$ cat src/rtl/core/hcbd_pkg.sv
`timescale 1ns / 1ps
`default_nettype none
// ----------------------------------------------------------------------------
// hcbd_pkg
// shared types, codes and helpers for the chunked body decoder
// ----------------------------------------------------------------------------
package hcbd_pkg;

  localparam int SIZE_BITS = 32;

  localparam logic [7:0] CHR_CR    = 8'h0d;
  localparam logic [7:0] CHR_LF    = 8'h0a;
  localparam logic [7:0] CHR_SPACE = 8'h20;
  localparam logic [7:0] CHR_TAB   = 8'h09;

  typedef enum logic [3:0] {
    PH_LEAD     = 4'd0,
    PH_DIGITS   = 4'd1,
    PH_EXT      = 4'd2,
    PH_DATA     = 4'd3,
    PH_SKIP1    = 4'd4,
    PH_SKIP2    = 4'd5,
    PH_TRAILER  = 4'd6,
    PH_DONE     = 4'd7,
    PH_ERR_FORM = 4'd8,
    PH_ERR_OVER = 4'd9
  } phase_t;

  typedef enum logic [2:0] {
    ST_RUN  = 3'd0,
    ST_DONE = 3'd1,
    ST_FORM = 3'd2,
    ST_OVER = 3'd3,
    ST_PAST = 3'd4
  } status_t;

  typedef struct packed {
    phase_t               phase;
    logic [SIZE_BITS-1:0] chunk_remaining;
    logic                 cr_seen;
    logic                 trailer_empty;
  } dec_state_t;

  typedef struct packed {
    logic [7:0] payload_byte;
    logic       payload_valid;
    status_t    decode_status;
  } result_t;

  localparam dec_state_t STATE_RESET = '{
    phase:           PH_LEAD,
    chunk_remaining: '0,
    cr_seen:         1'b0,
    trailer_empty:   1'b1
  };

  // returns {is_hex, nibble}
  function automatic logic [4:0] hex_decode(input logic [7:0] b);
    logic [4:0] r;
    r = 5'b0;
    if (b >= 8'h30 && b <= 8'h39) begin
      r = {1'b1, b[3:0]};
    end else if ((b >= 8'h61 && b <= 8'h66) || (b >= 8'h41 && b <= 8'h46)) begin
      r = {1'b1, b[3:0] + 4'd9};
    end
    return r;
  endfunction

endpackage
`default_nettype wire

$ cat src/rtl/core/hcbd_ifs.sv
`timescale 1ns / 1ps
`default_nettype none
// ----------------------------------------------------------------------------
// hcbd channel interfaces
// valid/ready channels for raw body bytes and decoded results
// ----------------------------------------------------------------------------
interface hcbd_body_if;
  logic       valid;
  logic       ready;
  logic [7:0] data_byte;
  logic       start_message;

  modport source (output valid, output data_byte, output start_message, input ready);
  modport sink   (input valid, input data_byte, input start_message, output ready);
endinterface

interface hcbd_payload_if;
  logic       valid;
  logic       ready;
  logic [7:0] payload_byte;
  logic       payload_valid;
  logic [2:0] decode_status;

  modport source (output valid, output payload_byte, output payload_valid,
                  output decode_status, input ready);
  modport sink   (input valid, input payload_byte, input payload_valid,
                  input decode_status, output ready);
endinterface
`default_nettype wire

$ cat src/rtl/core/hcbd_step.sv
`timescale 1ns / 1ps
`default_nettype none
// ----------------------------------------------------------------------------
// hcbd_step
// next decoder state and result for one body byte
// ----------------------------------------------------------------------------
module hcbd_step
  import hcbd_pkg::*;
(
  input  dec_state_t state,
  input  logic [7:0] data_byte,
  input  logic       start_message,
  output dec_state_t state_next,
  output result_t    result
);

  dec_state_t cur;
  logic [4:0] hx;
  logic       is_hex;
  logic       line_end;

  assign cur      = start_message ? STATE_RESET : state;
  assign hx       = hex_decode(data_byte);
  assign is_hex   = hx[4];
  assign line_end = (data_byte == CHR_LF) && cur.cr_seen;

  always_comb begin
    state_next           = cur;
    result.payload_byte  = 8'h00;
    result.payload_valid = 1'b0;
    result.decode_status = ST_RUN;
    case (cur.phase)
      PH_LEAD: begin
        if (data_byte != CHR_SPACE && data_byte != CHR_TAB) begin
          if (!is_hex) begin
            state_next.phase     = PH_ERR_FORM;
            result.decode_status = ST_FORM;
          end else begin
            state_next.chunk_remaining = {{(SIZE_BITS-4){1'b0}}, hx[3:0]};
            state_next.phase           = PH_DIGITS;
          end
        end
      end
      PH_DIGITS: begin
        if (is_hex) begin
          if (cur.chunk_remaining[SIZE_BITS-1 -: 4] != 4'd0) begin
            state_next.phase     = PH_ERR_OVER;
            result.decode_status = ST_OVER;
          end else begin
            state_next.chunk_remaining = {cur.chunk_remaining[SIZE_BITS-5:0], hx[3:0]};
          end
        end else begin
          // first non-digit opens the ignored tail of the size line
          state_next.phase   = PH_EXT;
          state_next.cr_seen = (data_byte == CHR_CR);
        end
      end
      PH_EXT: begin
        if (line_end) begin
          state_next.cr_seen = 1'b0;
          if (cur.chunk_remaining == '0) begin
            state_next.trailer_empty = 1'b1;
            state_next.phase         = PH_TRAILER;
          end else begin
            state_next.phase = PH_DATA;
          end
        end else begin
          state_next.cr_seen = (data_byte == CHR_CR);
        end
      end
      PH_DATA: begin
        result.payload_valid       = 1'b1;
        result.payload_byte        = data_byte;
        state_next.chunk_remaining = cur.chunk_remaining - {{(SIZE_BITS-1){1'b0}}, 1'b1};
        if (cur.chunk_remaining == {{(SIZE_BITS-1){1'b0}}, 1'b1}) begin
          state_next.phase = PH_SKIP1;
        end
      end
      PH_SKIP1: begin
        state_next.phase = PH_SKIP2;
      end
      PH_SKIP2: begin
        state_next.phase           = PH_LEAD;
        state_next.chunk_remaining = '0;
        state_next.cr_seen         = 1'b0;
      end
      PH_TRAILER: begin
        if (line_end) begin
          state_next.cr_seen = 1'b0;
          if (cur.trailer_empty) begin
            state_next.phase     = PH_DONE;
            result.decode_status = ST_DONE;
          end else begin
            state_next.trailer_empty = 1'b1;
          end
        end else if (data_byte == CHR_CR) begin
          if (cur.cr_seen) begin
            state_next.trailer_empty = 1'b0;
          end
          state_next.cr_seen = 1'b1;
        end else begin
          state_next.trailer_empty = 1'b0;
          state_next.cr_seen       = 1'b0;
        end
      end
      PH_DONE: begin
        result.decode_status = ST_PAST;
      end
      PH_ERR_OVER: begin
        result.decode_status = ST_OVER;
      end
      default: begin
        state_next.phase     = PH_ERR_FORM;
        result.decode_status = ST_FORM;
      end
    endcase
  end

endmodule
`default_nettype wire

$ cat src/rtl/core/hcbd_out_stage.sv
`timescale 1ns / 1ps
`default_nettype none
// ----------------------------------------------------------------------------
// hcbd_out_stage
// result register driving the payload channel
// ----------------------------------------------------------------------------
module hcbd_out_stage
  import hcbd_pkg::*;
(
  input  logic    clk,
  input  logic    rst,
  input  logic    load,
  input  result_t result,
  output logic    can_load,
  hcbd_payload_if.source payload
);

  logic    held;
  result_t data;

  assign can_load = !held || payload.ready;

  always_ff @(posedge clk) begin
    if (rst) begin
      held <= 1'b0;
    end else if (load) begin
      held <= 1'b1;
    end else if (payload.ready) begin
      held <= 1'b0;
    end
  end

  always_ff @(posedge clk) begin
    if (load) begin
      data <= result;
    end
  end

  assign payload.valid         = held;
  assign payload.payload_byte  = data.payload_byte;
  assign payload.payload_valid = data.payload_valid;
  assign payload.decode_status = data.decode_status;

endmodule
`default_nettype wire

$ cat src/rtl/core/http_chunked_body_decoder_top.sv
`timescale 1ns / 1ps
`default_nettype none
// ----------------------------------------------------------------------------
// http_chunked_body_decoder_top
// http/1.1 chunked transfer decoder, one body byte per beat
// ----------------------------------------------------------------------------
// Each beat on the body channel carries one raw byte of a chunked message
// body and yields exactly one result beat on the payload channel: the byte
// itself with payload_valid set when it is chunk data, otherwise a status
// beat (0 running, 1 complete at the blank line ending the trailers,
// 2 malformed size line, 3 chunk size wider than 32 bits, 4 byte after
// completion). Errors repeat on every later beat until a beat arrives with
// start_message set, which clears the decoder before that byte is parsed.
// Throughput is one beat per clock and the result is registered: the parse of
// a byte is a single combinational step from the decoder state register and
// the incoming beat into the result register, and the input is stalled only
// while that result register holds a beat the sink has not taken.
// ----------------------------------------------------------------------------
module http_chunked_body_decoder_top
  import hcbd_pkg::*;
(
  input  logic clk,
  input  logic rst,
  hcbd_body_if.sink      body,
  hcbd_payload_if.source payload
);

  // decoder state: phase, remaining chunk count, line-end tracking
  dec_state_t state;
  dec_state_t state_next;
  result_t    result;
  logic       can_load;
  logic       accept;

  // a new byte is taken whenever the result register is free or draining
  assign body.ready = can_load;
  assign accept     = body.valid && can_load;

  hcbd_step u_step (
    .state         (state),
    .data_byte     (body.data_byte),
    .start_message (body.start_message),
    .state_next    (state_next),
    .result        (result)
  );

  // state advances only on an accepted beat
  always_ff @(posedge clk) begin
    if (rst) begin
      state <= STATE_RESET;
    end else if (accept) begin
      state <= state_next;
    end
  end

  hcbd_out_stage u_out (
    .clk      (clk),
    .rst      (rst),
    .load     (accept),
    .result   (result),
    .can_load (can_load),
    .payload  (payload)
  );

endmodule
`default_nettype wire
$ cat src/flat_wrapper.sv
// flat-port wrapper written by rule: the top's interface ports become plain ports
module http_chunked_body_decoder_top_flat import hcbd_pkg::*;
  (clk, rst, body_valid, body_data_byte, body_start_message, body_ready, payload_valid, payload_payload_byte, payload_payload_valid, payload_decode_status, payload_ready);
  hcbd_body_if body_i ();
  hcbd_payload_if payload_i ();
  input  logic clk;
  input  logic rst;
  input wire logic [$bits(body_i.valid)-1:0] body_valid;
  input wire logic [$bits(body_i.data_byte)-1:0] body_data_byte;
  input wire logic [$bits(body_i.start_message)-1:0] body_start_message;
  output wire logic [$bits(body_i.ready)-1:0] body_ready;
  output wire logic [$bits(payload_i.valid)-1:0] payload_valid;
  output wire logic [$bits(payload_i.payload_byte)-1:0] payload_payload_byte;
  output wire logic [$bits(payload_i.payload_valid)-1:0] payload_payload_valid;
  output wire logic [$bits(payload_i.decode_status)-1:0] payload_decode_status;
  input wire logic [$bits(payload_i.ready)-1:0] payload_ready;
  assign body_i.valid = body_valid;
  assign body_i.data_byte = body_data_byte;
  assign body_i.start_message = body_start_message;
  assign body_ready = body_i.ready;
  assign payload_valid = payload_i.valid;
  assign payload_payload_byte = payload_i.payload_byte;
  assign payload_payload_valid = payload_i.payload_valid;
  assign payload_decode_status = payload_i.decode_status;
  assign payload_i.ready = payload_ready;
  http_chunked_body_decoder_top u_core (.clk(clk), .rst(rst), .body(body_i), .payload(payload_i));
endmodule
$ cat config.mk
export PLATFORM = sky130hd
export DESIGN_NAME = http_chunked_body_decoder_top_flat
export DESIGN_NICKNAME = d
export VERILOG_FILES = /design/src/rtl/core/hcbd_pkg.sv /design/src/rtl/core/hcbd_ifs.sv /design/src/rtl/core/hcbd_step.sv /design/src/rtl/core/hcbd_out_stage.sv /design/src/rtl/core/http_chunked_body_decoder_top.sv /design/src/flat_wrapper.sv
export SDC_FILE = /design/constraint.sdc
export NUM_CORES = 1
export LEC_CHECK = 0
export ABC_AREA = 1
export BUFFER_PORTS_ARGS = -buffer_cell sky130_fd_sc_hd__clkbuf_2
export CORE_MARGIN = 2
export CORE_UTILIZATION = 51
export CTS_CLUSTER_SIZE = 30
export DETAILED_ROUTE_END_ITERATION = 10
export GPL_ROUTABILITY_DRIVEN = 0
export PLACE_DENSITY = 0.72
export SLEW_MARGIN = 20
export SYNTH_ARGS = -nofsm -noshare
export SYNTH_HDL_FRONTEND = slang
export SYNTH_SLANG_ARGS = --single-unit
$ cat constraint.sdc
create_clock -name clk -period 3.6 [get_ports clk]
set_clock_uncertainty 0.1 [all_clocks]
set_input_delay 0.72 -clock clk [delete_from_list [all_inputs] [get_ports clk]]
set_output_delay 0.72 -clock clk [all_outputs]
set_load 0.05 [all_outputs]
==> impl_metrics.csv, run 1 <==
group,metric,value,unit
outcome,status,"finished, final reports clean",
setup_path,start_kind,"input port",
cells_and_area,antennaDiodeCount,0,
cells_and_area,nets,718,
pwr,switchingPower,0.382,mW
setup_path,rr_worst_depth,12,
job,maxCapViolCount,0,
clock_tree,clockBufferDepth,2,
placed_design,dp_hpwl,8.20,mm
detailed_routing,vias,4502,
sta,worstMarginPinSlew,0.811,ns
floorplan,coreArea,7770,µm²
sta,final_hold_viol_count,0,
logic_synthesis,async_reset_ff_share,0,%
placed_design,placed_cells,792,
detailed_routing,firstDrtPassIters,6,
pwr,p_leak,2.24,nW
setup_path,worstPathCellList,"clkbuf_2, inv_2, buf_4, nand2_1, ha_1, inv_1, nor2_4, nand2_1, nor2_1, nand2_1, nor2_1, nor2_1, o21ai_1, a21oi_1",
worst_hold_path,holdPathEnd,"u_core.state[4]",
setup_path,cp_slowest_cell,"nor2_1",
setup_path,critPathMaxFanout,16,
logic_synthesis,ys_types,36,
logic_synthesis,synth_nets,701,
detailed_routing,drc,0,
setup_path,critPathArrivalTime,2.91,ns
logic_synthesis,ys.warnings.count,0,
floorplan,start_util,53.0,%
detailed_routing,drt_iter0_markers,408,
clock_tree,cts_setup_buffers,0,
setup_path,cp.required,3.67,ns
grt,grt-ovfl-total,0,
detailed_routing,routed_wl,11.5,mm
sta,rsz0062_at_grt,"no",
pwr,p_per_area,281,nW/µm²
detailed_routing,wl_per_cell,14.3,µm
setup_path,timing.rr.end,"u_core.state[3]",
cells_and_area,area_growth,7.20,%
logic_synthesis,synthFlopType,"dfxtp_1",
pwr,combinationalPowerShare,17.7,%
setup_path,critical-path-max-stage-delay,0.29,ns
sta,setup_tns,0,ns
logic_synthesis,syn-mean-instance-area,6.06,µm²
grt,grt_max_degree,43,
sta,setup_viol,0,
setup_path,ff2ff_setup_slack,1.25,ns
floorplan,die_h,93.9,µm
pwr,power.share.clock,33.7,%
clock_tree,insertion_delay,0.32,ns
placed_design,dpl_cell_area,4300,µm²
worst_hold_path,min_path_cells,2,
grt,grt_pass1_wl,19.5,mm
pwr,intPower,0.858,mW
setup_path,startpoint,"body_start_message",
grt,grt_usage,27.5,%
floorplan,num_rows,32,
sta,period_needed,2.83,ns
setup_path,end_kind,"flop",
clock_tree,cts_inserted_buffers,5,
cells_and_area,layout_common_cells,"226 x nand2_1, 89 x nor2_1, 57 x inv_1, 40 x nand3_1, 39 x dfxtp_1",
grt,grt_pass1_vias,4077,
cells_and_area,stdcell_area,4410,µm²
sta,relSlewSlack,45.9,%
clock_tree,clkTransAtPathRegs,0.10,ns
worst_hold_path,hp-class,"reg2reg",
floorplan,io-pin-count,27,
cells_and_area,final_common_cell,"nand2_1",
clock_tree,clock_sinks,51,
logic_synthesis,netlist_area,4120,µm²
pwr,peakVddDrop,0.000157,V
setup_path,setup.worst_path.class,"in2reg",
detailed_routing,ant_nets,0,
floorplan,die_x,93.9,µm
cells_and_area,final_cells,800,
pwr,power.share.switching,30.8,%
clock_tree,cts_tree,"yes",
logic_synthesis,synth-seq-cells,51,
logic_synthesis,synth_edf_count,12,
logic_synthesis,synthCells,680,
sta,slew_viol_final,0,
floorplan,floorplan.die_area,8810,µm²
clock_tree,cts-resized-gates,0,
grt,antenna_found_initial,0,
pwr,finalPower,1.24,mW
pwr,p_seq_share,48.6,%
worst_hold_path,hp-start,"u_core.state[4]",
placed_design,io_buffers,26,
detailed_routing,via_per_inst,5.63,
clock_tree,cts_max_level,2,
setup_path,r2r-start,"u_core.state[36]",
sta,fin_crit_sh,78.6,%
cells_and_area,drive_above_1_share,12.8,%
clock_tree,cts_root_buffer,"clkbuf_8",
clock_tree,holdBufCountCts,0,
sta,fmax,0.353,GHz
logic_synthesis,ys_seq_area_share,27.7,%
worst max-delay path, delay by kind of cell:
| kind | cells | cell delay [ns] |
|---|---|---|
| AO/OA/AOI/OAI | 2 | 0.24 |
| AND/OR/NAND/NOR | 7 | 1.09 |
| buffers and inverters | 4 | 0.62 |
| adder cells (fa/ha/maj) | 1 | 0.23 |
flip-flops by register name (all words and copies together), names as in the netlist:
| signal | cells |
|---|---|
| u_core.state | 38 |
| u_core.u_out.payload.decode_status | 3 |
| u_core.u_out.payload.payload_valid | 1 |
| u_core.u_out.payload.valid | 1 |
| u_core.u_out.payload.payload_byte | 8 |
power by group through the flow:
stage               combinational [mW]  sequential, mW  clock [mW]
floorplan                        0.132           0.640           0
global placement                 0.213           0.615           0
detailed placement               0.214           0.615           0
CTS                              0.216           0.602       0.421
global route                     0.239           0.604       0.448
finish                           0.219           0.602       0.418
how the worst max path moves through the flow:
| stage | depth (start not counted) | to | slack (ns) |
|---|---|---|---|
| finish | 14 | u_core.state[32] | 0.77 |
| global placement | 14 | u_core.state[22] | 0.51 |
| CTS | 14 | u_core.state[32] | 0.83 |
| floorplan | 14 | u_core.state[32] | 1.17 |
| detailed placement | 14 | u_core.state[32] | 0.50 |
| global route | 12 | u_core.state[28] | 0.58 |
cell type report:
| cell class | count | area [µm²] |
|---|---|---|
| Tap cell | 102 | 128 |
| Fill cell | 803 | 3350 |
| Inverter | 63 | 236 |
| Timing Repair Buffer | 36 | 205 |
| Clock buffer | 6 | 72.6 |
| Clock inverter | 2 | 37.5 |
| Multi-Input combinational cell | 540 | 2590 |
| Sequential cell | 51 | 1140 |
synthesized netlist by cell type (7+ instances only):
| cell type | instances | share of area [%] |
|---|---|---|
| nor2_1 | 89 | 8.1 |
| edfxtp_1 | 12 | 8.8 |
| a31oi_1 | 11 | 1.7 |
| clkbuf_1 | 12 | 1.1 |
| dfxtp_1 | 39 | 19 |
| ha_1 | 8 | 2.4 |
| nand3_1 | 40 | 4.9 |
| o22ai_1 | 9 | 1.4 |
| buf_2 | 8 | 0.97 |
| o21ai_1 | 10 | 1.2 |
| nand4_1 | 11 | 1.7 |
| nand2_1 | 226 | 21 |
| nor2_2 | 10 | 1.5 |
| nor2_4 | 7 | 1.9 |
| inv_1 | 57 | 5.2 |
| o21ai_0 | 27 | 3.3 |
| a21oi_1 | 35 | 4.3 |
| nand2_2 | 19 | 2.9 |
per-layer routing:
layer | GRT usage (%) | part of all wire (%)
met4 | 9.42 | 1.8
met2 | 41.9 | 44
met1 | 39.5 | 45
met5 | 0 | 0
met3 | 3.93 | 9.3
cell families after synthesis:
logic type / after synthesis / synth area share [%]
AO/OA/AOI/OAI: 111 / 15.3
adder cells (fa/ha/maj): 8 / 2.43
flip-flops: 51 / 27.7
buffers and inverters: 89 / 9.45
AND/OR/NAND/NOR: 417 / 44.3
XOR/XNOR: 4 / 0.851
per-stage QoR:
step           util [%]  setup WS, ns  hold WS (ns)
2_1_floorplan         -          1.17         0.339
3_3_place_gp       55.4         0.512         0.352
3_5_place_dp       55.4         0.502         0.356
4_1_cts            56.8         0.827         0.373
5_1_grt            56.8         0.583         0.403
6_report           56.8         0.769         0.372
Note: power is estimated with default switching activity, not from simulation.
==> run 2: changes to the inputs <==
--- a/config.mk
+++ b/config.mk
@@ -5,7 +5,7 @@
 export SDC_FILE = /design/constraint.sdc
 export NUM_CORES = 1
 export LEC_CHECK = 0
-export ABC_AREA = 1
+export ABC_AREA = 0
 export BUFFER_PORTS_ARGS = -buffer_cell sky130_fd_sc_hd__clkbuf_2
 export CORE_MARGIN = 2
 export CORE_UTILIZATION = 51
==> constraint.sdc (replaced) <==
create_clock -name clk -period 2.9 [get_ports clk]
set_clock_uncertainty 0.1 [all_clocks]
set_input_delay 0.58 -clock clk [delete_from_list [all_inputs] [get_ports clk]]
set_output_delay 0.58 -clock clk [all_outputs]
set_load 0.05 [all_outputs]
==> impl_metrics.csv, run 2 <==
group,metric,value,unit
floorplan,io-pin-count,27,
detailed_routing,via_per_inst,6.80,
logic_synthesis,synth-seq-cells,51,
setup_path,critPathArrivalTime,2.72,ns
sta,fin_crit_sh,89.4,%
grt,grt_max_degree,33,
grt,grt_busiest_layer,"met2",
placed_design,dp_slack,0.0963,ns
logic_synthesis,async_reset_ff_share,0,%
job,maxCapViolCount,0,
sta,period_needed,2.59,ns
detailed_routing,ant_nets,0,
logic_synthesis,netlist_area,3730,µm²
pwr,peakVddDrop,0.000204,V
worst_hold_path,hp-class,"in2reg",
logic_synthesis,synthFlopType,"dfxtp_1",
logic_synthesis,ys_types,66,
placed_design,dp_hpwl,8.55,mm
detailed_routing,routed_wl,12.1,mm
sta,worstMarginPinSlew,0.650,ns
sta,relSlewSlack,56.4,%
clock_tree,cts_root_buffer,"clkbuf_8",
floorplan,die_h,89.5,µm
clock_tree,clockBufferDepth,2,
grt,grt_use_met3,6.37,%
logic_synthesis,ys.warnings.count,0,
clock_tree,clkTransAtPathRegs,0.11,ns
clock_tree,cts_max_level,2,
setup_path,end_kind,"flop",
logic_synthesis,synthCells,499,
grt,grt_pass1_wl,18.9,mm
clock_tree,insertion_delay,0.32,ns
cells_and_area,fillCellCount,671,
sta,slew_viol_final,0,
setup_path,critPathMaxFanout,11,
floorplan,die_x,89.5,µm
cells_and_area,nets,550,
setup_path,cp.required,3.03,ns
floorplan,start_util,52.0,%
cells_and_area,max_flop_register,"u_core.state",
clock_tree,holdBufCountCts,0,
sta,fmax,0.386,GHz
detailed_routing,firstDrtPassIters,5,
logic_synthesis,synth_top_cell_area_share,20.9,%
floorplan,coreArea,7180,µm²
cells_and_area,area_growth,12.7,%
cells_and_area,layout_common_cells,"46 x nor2_1, 45 x nand2_1, 39 x o21ai_0, 39 x dfxtp_1, 33 x a21oi_1",
floorplan,num_rows,31,
grt,grt_usage,30.5,%
logic_synthesis,synthTopCellsByArea,"dfxtp_1 21%, edfxtp_1 9.7%, o21ai_0 5.2%, nor2_1 4.6%, nand2_1 4.5%",
grt,grt-ovfl-total,0,
logic_synthesis,syn-mean-instance-area,7.48,µm²
clock_tree,cts-resized-gates,0,
clock_tree,cts_inserted_buffers,5,
logic_synthesis,ys_seq_area_share,30.6,%
setup_path,setup.worst_path.class,"reg2reg",
outcome,status,"finished, final reports clean",
detailed_routing,wl_per_cell,19.3,µm
detailed_routing,drc,0,
cells_and_area,antennaDiodeCount,0,
pwr,p_per_area,396,nW/µm²
grt,gr-usage-met1,39.7,%
clock_tree,cts_setup_buffers,0,
logic_synthesis,synth_top_area_cell,"dfxtp_1",
pwr,p_leak,1.59,nW
detailed_routing,drt_iter0_markers,536,
cells_and_area,largest_reg_flops,38,
grt,antenna_found_initial,0,
sta,final_hold_viol_count,0,
grt,use_met2,47.5,%
sta,setup_viol,0,
clock_tree,cts_tree,"yes",
setup_path,start_kind,"flop",
sta,setup_slack,0.309,ns
floorplan,floorplan.die_area,8020,µm²
logic_synthesis,synth_edf_count,12,
cells_and_area,drive_above_1_share,15.3,%
grt,grt_pass1_vias,3828,
sta,setup_tns,0,ns
cells_and_area,final_common_cell,"nor2_1",
detailed_routing,vias,4276,
clock_tree,clock_sinks,51,
placed_design,io_buffers,26,
logic_synthesis,synth_nets,520,
sta,rsz0062_at_grt,"no",
logic_synthesis,synth.most_common_cell,"nor2_1",
logic_synthesis,synth_commonest_cells,"46 x nor2_1, 45 x nand2_1, 39 x dfxtp_1, 39 x o21ai_0, 33 x a21oi_1",
run 2: worst paths after layout:
check / startpoint / end / slack, ns / cells after the start
setup / recovery: u_core.state[34] / u_core.state[22] / 0.31 / 6
hold reg to reg: u_core.state[17] / u_core.state[17] / 0.42 / 2
hold / removal: body_valid / u_core.u_out.payload.valid / 0.40 / 3
setup reg to reg: u_core.state[34] / u_core.state[22] / 0.31 / 6
run 2: cells by family after synthesis:
kind of cell | after synthesis | synth area share (%)
AO/OA/AOI/OAI | 173 | 30.9
XOR/XNOR | 4 | 0.939
adder cells (fa/ha/maj) | 8 | 2.68
buffers and inverters | 54 | 5.50
flip-flops | 51 | 30.6
multiplexers | 2 | 0.536
AND/OR/NAND/NOR | 207 | 28.9
run 2: final cells by class:
cell class / count / area (µm²) / share of cell area [%]
clock inverter: 3 / 43.8 / 1.04
clock buffer: 5 / 68.8 / 1.64
timing repair buffer: 58 / 370 / 8.81
tap: 99 / 124 / 2.95
inverter: 19 / 71.3 / 1.70
multi-input combinational: 394 / 2390 / 56.7
sequential: 51 / 1140 / 27.1
run 2: critical path, cell delays in order (launching register included):
cell     delay (ns)
dfxtp_1        0.56
or3b_2         0.53
nor4b_1        0.52
o31ai_1        0.20
nand2_1        0.28
a21oi_1        0.07
o32ai_1        0.22
run 2: per-stage QoR:
stage / instances / instance area, µm² / utilization [%] / hold slack, ns / power [mW]
6_report: 629 / 4210 / 58.6 / 0.402 / 1.67
4_1_cts: 629 / 4210 / 58.6 / 0.408 / 1.66
5_1_grt: 629 / 4210 / 58.6 / 0.424 / 1.74
3_3_place_gp: 621 / 4090 / 57.0 / 0.380 / 1.15
2_1_floorplan: 499 / 3730 / - / 0.362 / 1.03
3_5_place_dp: 621 / 4090 / 57.0 / 0.400 / 1.15
run 2: where the power goes:
group          internal (mW)  total (mW)  switching (mW)  leakage [nW]
clock                  0.258       0.518           0.260        0.0581
sequential             0.745       0.770          0.0245         0.436
combinational          0.125       0.378           0.254          1.09
total                   1.13        1.67           0.539          1.59
run 2: routing by layer:
layer,vias to the layer above,wire length (µm)
met5,-,0
met4,0,489
met3,53,1330
met2,298,5530
met1,1979,4770
li1,1946,-
